--- config.mk ---
export PLATFORM = sky130hd
export DESIGN_NAME = lfu_page_replacement
export DESIGN_NICKNAME = d
export VERILOG_FILES = /design/src/lfupr_pkg.sv /design/src/lfu_page_replacement.sv /design/src/lfupr_frame_ram.sv /design/src/lfupr_ctrl.sv
export SDC_FILE = /design/constraint.sdc
export NUM_CORES = 1
export LEC_CHECK = 0
export ABC_CLOCK_PERIOD_IN_PS = 10100
export BUFFER_PORTS_ARGS = -buffer_cell sky130_fd_sc_hd__buf_2
export CORE_ASPECT_RATIO = 1.25
export CORE_MARGIN = 1
export CORE_UTILIZATION = 50
export DETAILED_ROUTE_END_ITERATION = 7
export PLACE_DENSITY = 0.7
export SKIP_LAST_GASP = 1
export SYNTH_ARGS = -nofsm -noshare
export SYNTH_HDL_FRONTEND = slang
export SYNTH_SLANG_ARGS = --single-unit
--- constraint.sdc ---
create_clock -name clock -period 10.1 [get_ports clock]
set_input_delay 0 -clock clock [delete_from_list [all_inputs] [get_ports clock]]
set_output_delay 0 -clock clock [all_outputs]
set_load 0.1 [all_outputs]
--- src/lfupr_pkg.sv ---
// lfupr_pkg: shared types and fixed field widths for the lfu page replacement block
// used by lfupr_ctrl and lfu_page_replacement; depends on nothing
`default_nettype none

package lfupr_pkg;

   // widths of the request and response fields as seen on the ports
   localparam int REQ_PAGE_BITS = 16;
   localparam int RSP_PAGE_BITS = 16;
   localparam int RSP_OCC_BITS  = 3;

   typedef enum logic [2:0] {
      ST_IDLE,
      ST_SCAN,
      ST_DRAIN,
      ST_DECIDE,
      ST_SHIFT,
      ST_APPEND,
      ST_RESP
   } state_type;

   typedef struct packed {
      logic                     hit;
      logic                     evicted;
      logic [RSP_PAGE_BITS-1:0] victim_page;
      logic [RSP_OCC_BITS-1:0]  occupancy;
   } result_type;

endpackage

`default_nettype wire

--- src/lfu_page_replacement.sv ---
// channel  | ports                                              | role
// req      | req_valid, req_ready, req_page_number              | page access word in
// rsp      | rsp_valid, rsp_ready, rsp_hit, rsp_evicted,         | one result word per access
//          | rsp_victim_page, rsp_occupancy                     |
//
// an access scans the used entries, then decides; an empty table goes straight to the
// append. a miss that evicts an entry ahead of the last closes up the later entries.
// the single read port of the frame table lets the scan read one entry per cycle.
// reset clears the state and the frame count, not the table, so no clearing pass is needed.
// a finished word waits in the output register while the next access is taken in.
//
// top level of the lfu page replacement block; depends on lfupr_pkg,
// lfupr_frame_ram and lfupr_ctrl
`default_nettype none

module lfu_page_replacement #(
   parameter int FRAMES     = 4,
   parameter int PAGE_BITS  = 16,
   parameter int COUNT_BITS = 16
) (
   input  wire logic                                 clock,
   input  wire logic                                 reset,
   input  wire logic                                 req_valid,
   output logic                                      req_ready,
   input  wire logic [lfupr_pkg::REQ_PAGE_BITS-1:0]  req_page_number,
   output logic                                      rsp_valid,
   input  wire logic                                 rsp_ready,
   output logic                                      rsp_hit,
   output logic                                      rsp_evicted,
   output logic      [lfupr_pkg::RSP_PAGE_BITS-1:0]  rsp_victim_page,
   output logic      [lfupr_pkg::RSP_OCC_BITS-1:0]   rsp_occupancy
);

   localparam int IDX_BITS  = (FRAMES > 1) ? $clog2(FRAMES) : 1;
   localparam int USED_BITS = $clog2(FRAMES + 1);
   localparam int WORD_BITS = PAGE_BITS + COUNT_BITS;

   logic                  mem_we;
   logic [IDX_BITS-1:0]   mem_waddr;
   logic [WORD_BITS-1:0]  mem_wdata;
   logic [IDX_BITS-1:0]   mem_raddr;
   logic [WORD_BITS-1:0]  mem_rdata;

   logic                  res_valid;
   logic                  out_free;
   lfupr_pkg::result_type res;

   logic                  rsp_valid_ff, rsp_valid_in;
   lfupr_pkg::result_type rsp_word_ff, rsp_word_in;

   lfupr_frame_ram #(
      .DEPTH     (FRAMES),
      .WIDTH     (WORD_BITS),
      .ADDR_BITS (IDX_BITS)
   ) u_ram (
      .clock   (clock),
      .wr_en   (mem_we),
      .wr_addr (mem_waddr),
      .wr_data (mem_wdata),
      .rd_addr (mem_raddr),
      .rd_data (mem_rdata)
   );

   lfupr_ctrl #(
      .FRAMES     (FRAMES),
      .PAGE_BITS  (PAGE_BITS),
      .COUNT_BITS (COUNT_BITS),
      .IDX_BITS   (IDX_BITS),
      .USED_BITS  (USED_BITS),
      .WORD_BITS  (WORD_BITS)
   ) u_ctrl (
      .clock           (clock),
      .reset           (reset),
      .req_valid       (req_valid),
      .req_ready       (req_ready),
      .req_page_number (req_page_number),
      .res_valid       (res_valid),
      .res_free        (out_free),
      .res             (res),
      .mem_we          (mem_we),
      .mem_waddr       (mem_waddr),
      .mem_wdata       (mem_wdata),
      .mem_raddr       (mem_raddr),
      .mem_rdata       (mem_rdata)
   );

   // output register: free when empty or being taken this cycle
   assign out_free = !rsp_valid_ff || rsp_ready;

   always_comb begin
      rsp_valid_in = rsp_valid_ff;
      rsp_word_in  = rsp_word_ff;
      if (res_valid) begin
         rsp_valid_in = 1'b1;
         rsp_word_in  = res;
      end else if (rsp_ready) begin
         rsp_valid_in = 1'b0;
      end
   end

   always_ff @(posedge clock) begin
      if (reset) begin
         rsp_valid_ff <= 1'b0;
      end else begin
         rsp_valid_ff <= rsp_valid_in;
      end
   end

   always_ff @(posedge clock) begin
      rsp_word_ff <= rsp_word_in;
   end

   assign rsp_valid       = rsp_valid_ff;
   assign rsp_hit         = rsp_word_ff.hit;
   assign rsp_evicted     = rsp_word_ff.evicted;
   assign rsp_victim_page = rsp_word_ff.victim_page;
   assign rsp_occupancy   = rsp_word_ff.occupancy;

   a_hit_no_evict: assert property (@(posedge clock) disable iff (reset)
      rsp_valid |-> !(rsp_hit && rsp_evicted))
      else $error("hit and eviction reported together");

   a_victim_zero: assert property (@(posedge clock) disable iff (reset)
      (rsp_valid && !rsp_evicted) |-> (rsp_victim_page == '0))
      else $error("victim page set without an eviction");

   a_busy_after_accept: assert property (@(posedge clock) disable iff (reset)
      (req_valid && req_ready) |=> !req_ready)
      else $error("new access taken while one is in progress");

endmodule

`default_nettype wire

--- src/lfupr_frame_ram.sv ---
// lfupr_frame_ram: frame table memory, one write port and one registered read port
// standalone, no package dependency
`default_nettype none

module lfupr_frame_ram #(
   parameter int DEPTH     = 4,
   parameter int WIDTH     = 32,
   parameter int ADDR_BITS = 2
) (
   input  wire logic                 clock,
   input  wire logic                 wr_en,
   input  wire logic [ADDR_BITS-1:0] wr_addr,
   input  wire logic [WIDTH-1:0]     wr_data,
   input  wire logic [ADDR_BITS-1:0] rd_addr,
   output logic      [WIDTH-1:0]     rd_data
);

   logic [WIDTH-1:0] mem [DEPTH];
   logic [WIDTH-1:0] rd_data_ff;

   always_ff @(posedge clock) begin
      if (wr_en) begin
         mem[wr_addr] <= wr_data;
      end
      rd_data_ff <= mem[rd_addr];
   end

   assign rd_data = rd_data_ff;

endmodule

`default_nettype wire

--- src/lfupr_ctrl.sv ---
// lfupr_ctrl: sequencer that scans the frame table, picks the victim and closes up entries
// depends on lfupr_pkg; drives the ports of lfupr_frame_ram
`default_nettype none

module lfupr_ctrl #(
   parameter int FRAMES     = 4,
   parameter int PAGE_BITS  = 16,
   parameter int COUNT_BITS = 16,
   parameter int IDX_BITS   = (FRAMES > 1) ? $clog2(FRAMES) : 1,
   parameter int USED_BITS  = $clog2(FRAMES + 1),
   parameter int WORD_BITS  = PAGE_BITS + COUNT_BITS
) (
   input  wire logic                               clock,
   input  wire logic                               reset,
   input  wire logic                               req_valid,
   output logic                                    req_ready,
   input  wire logic [lfupr_pkg::REQ_PAGE_BITS-1:0] req_page_number,
   output logic                                    res_valid,
   input  wire logic                               res_free,
   output lfupr_pkg::result_type                   res,
   output logic                                    mem_we,
   output logic      [IDX_BITS-1:0]                mem_waddr,
   output logic      [WORD_BITS-1:0]               mem_wdata,
   output logic      [IDX_BITS-1:0]                mem_raddr,
   input  wire logic [WORD_BITS-1:0]               mem_rdata
);

   localparam logic [IDX_BITS-1:0]   LAST_IDX  = IDX_BITS'(FRAMES - 1);
   localparam logic [USED_BITS-1:0]  FULL      = USED_BITS'(FRAMES);
   localparam logic [COUNT_BITS-1:0] COUNT_ONE = COUNT_BITS'(1);
   localparam logic [COUNT_BITS-1:0] COUNT_MAX = '1;

   lfupr_pkg::state_type   state_ff, state_in;
   logic [USED_BITS-1:0]   used_ff, used_in;
   logic [IDX_BITS-1:0]    scan_idx_ff, scan_idx_in;
   logic                   cmp_pending_ff, cmp_pending_in;
   logic [IDX_BITS-1:0]    cmp_idx_ff, cmp_idx_in;
   logic [PAGE_BITS-1:0]   page_ff, page_in;
   logic                   hit_ff, hit_in;
   logic [IDX_BITS-1:0]    hit_idx_ff, hit_idx_in;
   logic [COUNT_BITS-1:0]  hit_cnt_ff, hit_cnt_in;
   logic                   min_valid_ff, min_valid_in;
   logic [IDX_BITS-1:0]    min_idx_ff, min_idx_in;
   logic [COUNT_BITS-1:0]  min_cnt_ff, min_cnt_in;
   logic [PAGE_BITS-1:0]   min_page_ff, min_page_in;
   logic [IDX_BITS-1:0]    shift_idx_ff, shift_idx_in;
   lfupr_pkg::result_type  res_ff, res_in;

   logic [PAGE_BITS-1:0]   rd_page;
   logic [COUNT_BITS-1:0]  rd_cnt;
   logic [USED_BITS-1:0]   used_inc;
   logic [IDX_BITS-1:0]    shift_next;
   logic [COUNT_BITS-1:0]  cnt_sat;
   logic                   scan_last;
   logic                   full;

   assign rd_page    = mem_rdata[WORD_BITS-1:COUNT_BITS];
   assign rd_cnt     = mem_rdata[COUNT_BITS-1:0];
   assign used_inc   = used_ff + USED_BITS'(1);
   assign shift_next = shift_idx_ff + IDX_BITS'(1);
   assign cnt_sat    = (hit_cnt_ff == COUNT_MAX) ? hit_cnt_ff : hit_cnt_ff + COUNT_ONE;
   assign scan_last  = ((USED_BITS'(scan_idx_ff) + USED_BITS'(1)) == used_ff);
   assign full       = (used_ff == FULL);
   assign res        = res_ff;

   always_ff @(posedge clock) begin
      if (reset) begin
         state_ff       <= lfupr_pkg::ST_IDLE;
         used_ff        <= '0;
         cmp_pending_ff <= 1'b0;
      end else begin
         state_ff       <= state_in;
         used_ff        <= used_in;
         cmp_pending_ff <= cmp_pending_in;
      end
   end

   always_ff @(posedge clock) begin
      scan_idx_ff  <= scan_idx_in;
      cmp_idx_ff   <= cmp_idx_in;
      page_ff      <= page_in;
      hit_ff       <= hit_in;
      hit_idx_ff   <= hit_idx_in;
      hit_cnt_ff   <= hit_cnt_in;
      min_valid_ff <= min_valid_in;
      min_idx_ff   <= min_idx_in;
      min_cnt_ff   <= min_cnt_in;
      min_page_ff  <= min_page_in;
      shift_idx_ff <= shift_idx_in;
      res_ff       <= res_in;
   end

   always_comb begin
      state_in       = state_ff;
      used_in        = used_ff;
      scan_idx_in    = scan_idx_ff;
      cmp_pending_in = 1'b0;
      cmp_idx_in     = cmp_idx_ff;
      page_in        = page_ff;
      hit_in         = hit_ff;
      hit_idx_in     = hit_idx_ff;
      hit_cnt_in     = hit_cnt_ff;
      min_valid_in   = min_valid_ff;
      min_idx_in     = min_idx_ff;
      min_cnt_in     = min_cnt_ff;
      min_page_in    = min_page_ff;
      shift_idx_in   = shift_idx_ff;
      res_in         = res_ff;
      mem_we         = 1'b0;
      mem_waddr      = hit_idx_ff;
      mem_wdata      = {page_ff, COUNT_ONE};
      mem_raddr      = scan_idx_ff;
      req_ready      = 1'b0;
      res_valid      = 1'b0;

      // read data of the previous scan address: match and least-count tracking
      if (cmp_pending_ff) begin
         if (!hit_ff && (rd_page == page_ff)) begin
            hit_in     = 1'b1;
            hit_idx_in = cmp_idx_ff;
            hit_cnt_in = rd_cnt;
         end
         // strict less keeps the oldest entry on a tie
         if (!min_valid_ff || (rd_cnt < min_cnt_ff)) begin
            min_valid_in = 1'b1;
            min_idx_in   = cmp_idx_ff;
            min_cnt_in   = rd_cnt;
            min_page_in  = rd_page;
         end
      end

      unique case (state_ff)
         lfupr_pkg::ST_IDLE: begin
            req_ready = 1'b1;
            if (req_valid) begin
               page_in      = PAGE_BITS'(req_page_number);
               hit_in       = 1'b0;
               min_valid_in = 1'b0;
               scan_idx_in  = '0;
               res_in       = '0;
               if (used_ff == '0) begin
                  shift_idx_in = '0;
                  state_in     = lfupr_pkg::ST_APPEND;
               end else begin
                  state_in = lfupr_pkg::ST_SCAN;
               end
            end
         end
         lfupr_pkg::ST_SCAN: begin
            mem_raddr      = scan_idx_ff;
            cmp_pending_in = 1'b1;
            cmp_idx_in     = scan_idx_ff;
            if (scan_last) begin
               state_in = lfupr_pkg::ST_DRAIN;
            end else begin
               scan_idx_in = scan_idx_ff + IDX_BITS'(1);
            end
         end
         lfupr_pkg::ST_DRAIN: begin
            state_in = lfupr_pkg::ST_DECIDE;
         end
         lfupr_pkg::ST_DECIDE: begin
            res_in = '0;
            if (hit_ff) begin
               mem_we           = 1'b1;
               mem_waddr        = hit_idx_ff;
               mem_wdata        = {page_ff, cnt_sat};
               res_in.hit       = 1'b1;
               res_in.occupancy = lfupr_pkg::RSP_OCC_BITS'(used_ff);
               state_in         = lfupr_pkg::ST_RESP;
            end else if (!full) begin
               mem_we           = 1'b1;
               mem_waddr        = IDX_BITS'(used_ff);
               used_in          = used_inc;
               res_in.occupancy = lfupr_pkg::RSP_OCC_BITS'(used_inc);
               state_in         = lfupr_pkg::ST_RESP;
            end else begin
               res_in.evicted     = 1'b1;
               res_in.victim_page = lfupr_pkg::RSP_PAGE_BITS'(min_page_ff);
               res_in.occupancy   = lfupr_pkg::RSP_OCC_BITS'(used_ff);
               if (min_idx_ff == LAST_IDX) begin
                  mem_we    = 1'b1;
                  mem_waddr = LAST_IDX;
                  state_in  = lfupr_pkg::ST_RESP;
               end else begin
                  mem_raddr    = min_idx_ff + IDX_BITS'(1);
                  shift_idx_in = min_idx_ff;
                  state_in     = lfupr_pkg::ST_SHIFT;
               end
            end
         end
         lfupr_pkg::ST_SHIFT: begin
            // move the later entry down one place, fetch the one after it
            mem_we       = 1'b1;
            mem_waddr    = shift_idx_ff;
            mem_wdata    = mem_rdata;
            mem_raddr    = shift_next + IDX_BITS'(1);
            shift_idx_in = shift_next;
            if (shift_next == LAST_IDX) begin
               state_in = lfupr_pkg::ST_APPEND;
            end
         end
         lfupr_pkg::ST_APPEND: begin
            mem_we    = 1'b1;
            mem_waddr = shift_idx_ff;
            if (!full) begin
               used_in          = used_inc;
               res_in.occupancy = lfupr_pkg::RSP_OCC_BITS'(used_inc);
            end else begin
               res_in.occupancy = lfupr_pkg::RSP_OCC_BITS'(used_ff);
            end
            state_in = lfupr_pkg::ST_RESP;
         end
         lfupr_pkg::ST_RESP: begin
            res_valid = res_free;
            if (res_free) begin
               state_in = lfupr_pkg::ST_IDLE;
            end
         end
         default: begin
            state_in = lfupr_pkg::ST_IDLE;
         end
      endcase
   end

endmodule

`default_nettype wire
# Word level (Yosys, flattened, before mapping)
# Memory sizes are Yosys's and may differ from the RTL's. A register that Yosys moved wholly into a read port is not among the register bits.
# Index checks and enable logic that the tools add are counted.
# Widths: inputs -> output; s select.
# word_totals
regBits,126
ram_bits,128
out_inout_bits,23
wordCells,133
memories,1
input_bits,20
# mem_list
memory,depth,word_bits,read_ports,rd_clocked_by_memory_dff,wr,line,text
u_ram.mem,4,32,1,1,1,lfupr_frame_ram.sv:18,logic [WIDTH-1:0] mem [DEPTH];
# classes
n_lt_le_gt_ge,1
reduce_logical,23
eq_ne,21
addsub,7
mux,57
# ops
operator,n
$pmux 32 s2,1
$pmux 18 s2,1
$mux 17,2
$mux 16,2
$mux 2,14
$mux 3,9
$mux 21,1
$pmux 3 s7,1
$mux 1,19
$add 16x1->16 const B,1
$eq 16x16->1,1
$eq 16x16->1 const B,1
$lt 16x16->1,1
$eq 3x3->1 const B,4
$pmux 2 s2,3
$ne 2x1->1 const B,5
$reduce_and 2->1,5
$pmux 3 s3,1
$add 2x1->2 const B,4
$ne 2x2->1 const B,4
$reduce_bool 2->1,4
$eq 3x2->1 const B,2
$logic_not 3->1,2
$pmux 2 s3,1
15 further kinds,20

# Longest topological paths before layout
# logic_depth
depth_word,7
mapped_depth,10
mapped_depth_nobuf,7

# By module
# A second synthesis with hierarchy kept.
# hier_totals
hier_cells,681
area_unflattened_um2,11085.6
# modules_own_cells
mod,cells_each,instances,seq_area_each_um2,area_each_um2
lfupr_frame_ram,203,1,4484.3,5330.1
lfupr_ctrl,453,1,3032.9,5078.6
lfu_page_replacement,25,1,650.6,676.9

# Least setup slack after synthesis
# OpenSTA, ideal clock, no wires.
# synth_timing
path_kind,register to register
start,register u_ctrl.min_cnt_ff[1]
end,register u_ctrl.min_cnt_ff[0] (enable)
synth_period_minus_slack_ns,4.231
slack_ns,5.869
arrival_time_ns,3.752
t_required_ns,9.621
path_buffers,0
stages_incl_launch_ff,7
setup_ns,0.479
path_cell_list,edfxtp_1 inv_1 ha_1 a2111oi_0 or4_1 nor3_1 o32ai_1
# synth_via
elab_chain_cells,3
# synth_rtl
item,line,text
from (decl),lfupr_ctrl.sv:44,"logic [COUNT_BITS-1:0] min_cnt_ff, min_cnt_in;"
from (signal assigned),lfupr_ctrl.sv:87,min_cnt_ff <= min_cnt_in;
$lt 16x16->1,lfupr_ctrl.sv:124,if (!min_valid_ff || (rd_cnt < min_cnt_ff)) begin
$logic_or 1x1->1,lfupr_ctrl.sv:124,
$reduce_and 2->1 (no line),--,
# Every way passes these cells.
# A chain may end at the register's enable or synchronous reset.

# Final worst setup path
# layout_timing
start,register u_ctrl.state_ff[0]
end,"register u_ram.rd_data_ff[21] (netlist: u_ram.rd_data[21]), read port of u_ram.mem"
# layout_via
elab_chain_cells,2
# layout_rtl
item,line,text
from (decl),lfupr_ctrl.sv:33,"lfupr_pkg::state_type state_ff, state_in;"
from (signal assigned),lfupr_ctrl.sv:68,state_ff <= lfupr_pkg::ST_IDLE;
from (signal assigned),lfupr_ctrl.sv:72,state_ff <= state_in;
$eq 3x3->1 or $eq 3x2->1 (tied branches),lfupr_ctrl.sv:132,unique case (state_ff)
$pmux 2 s2 (*),lfupr_ctrl.sv:132,
to (decl),lfupr_frame_ram.sv:19,logic [WIDTH-1:0] rd_data_ff;
# Every way passes the cells marked *; elsewhere a longest branch is shown, timed or not.

==> metrics.sh <==
DRT_PRE_ANTENNA_ITERS=5
REPORT.FINAL.HOLD_VIOL_COUNT=0
SYNTH_ENABLE_FLOP_CELLS=244
SYNTH_ASYNC_SR_FLOP_SHARE=0
ANTENNA_LEFT=0
DRT-TOTAL-WL_UM=20800
PATH_CELLS='nor2_1 > nand2_1 > o221a_4 > buf_4 > mux2i_1 > mux2i_1'
BUSIEST_LAYER_IN_GLOBAL_ROUTING='met2'
POSTCTSSETUPREPAIRBUFS=0
GLOBAL_ROUTE.OVERFLOW_TOTAL=0
RUN_STATUS='finished clean'
FILLCELLCOUNT=1633
TRITONCTS='built'
SYNTHESIS.INSTANCES=745
DP_CELLS=1055
SLEW_HEADROOM=0.277
HPWLAFTERDP_UM=12900
REQUIRED_NS=10.50
YS.WARNINGS.COUNT=0
DRC_VIOLS=0
MAX-VDD-IR-DROP_mV=0.210
WORST-ENDPOINT-ARRIVAL_NS=3.65
GPL.FINAL_WEIGHTED_CONGESTION=0.828
MAX_SLEW.WORST_PIN.SLEW_NS=1.08
WORSTHOLDPATHTYPE='in -> reg'
CLKSLEWWORSTSETUPHOLDPATHS_NS=0.06
RSZ_0062_RAISED_AFTER_GLOBAL_ROUTING='no'
TOP_LEVEL_PORTS=43
SYN-MEAN-INSTANCE-AREA_UM2=15.2
DESIGN_POWER_TOTAL_W=0.00356
CTS.HTREE.LEVELS=1
PWR-SHARE-CLK=0.294
FINAL_SETUP_FAILS=0
CRIT_TYPE='reg -> reg'
GRT_UTIL_ALL_LAYERS=0.187
CLOCK_ROOT_BUFFER_MASTER='clkbuf_16'
HOLD_WS_NS=0.180
CRIT_PATH_START_KIND='flip-flop'
TIMING.FMAX_MHz=307
CTS-ROOT-TO-SINK-BUFFERS=3
DIE_AREA_UM2=23300
SWITCHING_PORTION_OF_TOTAL_POWER=0.288
WORST_PATH_MAX_DELAY_CELL='buf_4'
TIMING.CRITICAL_PATH.TO_TYPE='flip-flop'
GRT_START_MAX_NET_PINS=65
CLOCK-SKEW-FINAL_NS=0.0134
GR-USAGE-MET1=0.217
FIN_CRIT_NS=3.26
NETLIST-CELL-TYPE-COUNT=61
POWER.SHARE.SEQUENTIAL=0.490
COUNT_OF_ROUTING_VIOLATIONS_AFTER_THE_OPENING_DETAILED_ROUTE_ITERATION=452
PATH_MAX_FANOUT=64
GRT_FIRST_PASS_WIRELENGTH_UM=33100
SYNTH-SEQ-AREA-SHARE=0.721
USE_MET3=0.0277
STATIC-LEAKAGE-POWER_nW=4.90
LAYOUTNONFILLERINSTCOUNT=1124
CORE_AREA_UM2=22200
DIE_HEIGHT_UM=170
ANTENNA_FOUND_INITIAL=0
FINAL.PERIOD_UTILIZATION=0.323
POWER_PER_CELL_AREA_nW_PER_UM2=274
POSTSYNTHREGISTERBITS=286
AREA_DELTA_SYNTH_FINAL_PCT=14.6
SYNTH_AREA_UM2=11300
AVGVIACOUNTPERCELL=5.48
SYNTH_FP_NETS=786
GRT_PASS1_VIAS=6469
PRE_CTS_WS_NS=6.85
FIN_SETUP_TNS_NS=0
CTS-RESIZED-GATES=0
GRT.MET2_USAGE=0.343
CRITPATHMOSTFREQUENTCELL='mux2i_1'
DOMINANT_REGISTER_CELL_IN_THE_SYNTHESIZED_NETLIST='edfxtp_1'
P_COMB_FRAC=0.217
VIA_COUNT=6156
ROWS=61
DELAY_OF_THE_SLOWEST_CRITICAL_PATH_STAGE_NS=0.83
CTS_HOLD_BUFFERS=19
IO_BUFFER_COUNT=42
SYNTHDOMINANTAREACELLTYPE='edfxtp_1'
DRIVE_ABOVE_1_SHARE=0.131
INTERNAL_POWER_W=0.00253
CTS_SINKS=286
INSERTION_DELAY_NS=0.53
INITIAL_UTILIZATION=0.510
POWER.SWITCHING_W=0.00103
REPORT.FINAL.SLEW_VIOL_COUNT=0
DETAIL_ROUTE.WL_PER_CELL_UM=18.5
SYNTH_LARGEST_TYPE_AREA_FRACTION=0.646
DIODES=0
FINAL_CRITICAL_PATH_SETUP_SLACK_NS=6.84
TOP_CELLS_BY_AREA_IN_THE_SYNTHESIZED_NETLIST='edfxtp_1, mux2i_1, dfxtp_1, nand2_1, ha_1'
CTS_BUFFERS=27
DIEWIDTH_UM=137
MAXCAPVIOLCOUNT=0
NNETSFINAL=861
-- power by group through the flow --
stage	logic, W	clock network, W	registers (W)
finish	0.000772	0.00105	0.00174
global route	0.000854	0.00111	0.00177
CTS	0.000780	0.00107	0.00174
global placement	0.000733	0	0.00175
floorplan	0.000611	0	0.00173
detailed placement	0.000769	0	0.00177
-- critical path, delay by kind of cell, from the launching register on --
kind	cells	cell delay, ns
and+or+nand+nor	2	0.87
buffers and inverters	1	0.83
DFF	1	0.66
AOI/OAI and AO/OA	1	0.29
muxes	2	0.43
-- state kept, by name, indices dropped and copies added, names as in the netlist, 2 cells and up --
| register | flops |
|---|---|
| u_ctrl.cmp_idx_ff | 2 |
| u_ctrl.scan_idx_ff | 2 |
| u_ctrl.hit_idx_ff | 2 |
| u_ctrl.res | 21 |
| u_ctrl.min_cnt_ff | 16 |
| u_ctrl.shift_idx_ff | 2 |
| u_ram.mem | 128 |
| u_ctrl.used_ff | 3 |
| u_ctrl.min_page_ff | 16 |
| u_ctrl.state_ff | 3 |
| u_ctrl.hit_cnt_ff | 16 |
| u_ram.rd_data | 32 |
| u_ctrl.page_ff | 16 |
| rsp_occupancy | 3 |
| rsp_victim_page | 16 |
| u_ctrl.min_idx_ff | 2 |
-- synthesized netlist by cell type (11+ instances only) --
master    number
ha_1          21
xnor2_1       19
nand2_1       86
clkbuf_1      11
inv_1         25
edfxtp_1     244
dfxtp_1       42
and2_1        21
o21ai_0       26
a21oi_1       19
nor2_1        24
mux2i_1       98
-- layout make-up --
type / instances / area, µm² / area share
multi-input cells: 409 / 2960 / 0.228
clock buffers: 30 / 697 / 0.0537
flip-flops and latches: 286 / 8170 / 0.629
clock inverters: 20 / 239 / 0.0184
repair buffers: 71 / 475 / 0.0366
well taps: 283 / 354 / 0.0273
inverters: 25 / 93.8 / 0.00723
-- layer usage --
layer  up-vias  share of wire
li1       2919              -
met1      3028           0.39
met2       163           0.54
met3        46          0.043
met4         0          0.030
met5         -              0
-- kinds of logic (layout without fill, tap and decap cells) --
group	Yosys count	count (layout)	synth area share
multiplexers	98	98	0.0865
AND/OR/NAND/NOR	183	183	0.0783
adder cells (fa/ha/maj)	21	21	0.0232
buffers and inverters	50	146	0.0237
AO/OA/AOI/OAI	80	80	0.0469
XOR/XNOR	27	27	0.0209
flip-flops	286	286	0.721
-- per-stage QoR --
| step | instance area (µm²) | utilization |
|---|---|---|
| after floorplan | 11300 | - |
| after global placement | 11900 | 0.534 |
| after detailed placement | 11900 | 0.534 |
| after CTS | 13000 | 0.585 |
| after global routing | 13000 | 0.585 |
| final | 13000 | 0.585 |
-- cell usage in the layout, fill, tap and decap left out, drive strengths merged, types with 12 or more instances in the layout --
cell type | synthesis | layout
edfxtp | 244 | 244
mux2i | 98 | 98
nand2 | 87 | 87
buf | 13 | 52
dfxtp | 42 | 42
clkbuf | 12 | 30
o21ai | 27 | 27
inv | 25 | 26
nor2 | 24 | 24
and2 | 21 | 21
ha | 21 | 21
xnor2 | 19 | 19
dlygate4sd3 | 0 | 19
a21oi | 19 | 19
clkinv | 0 | 12
-- worst paths after layout --
| kind | from | end | slack (ns) | cells after the start |
|---|---|---|---|---|
| hold / removal | req_page_number[13] | u_ctrl.page_ff[13] | 0.18 | 2 |
| hold reg to reg | u_ctrl.res[7] | rsp_victim_page[4] | 0.42 | 0 |
| setup / recovery | u_ctrl.state_ff[0] | u_ram.rd_data[21] | 6.84 | 6 |
| setup reg to reg | u_ctrl.state_ff[0] | u_ram.rd_data[21] | 6.84 | 6 |
(Power assumes the default switching activity.)
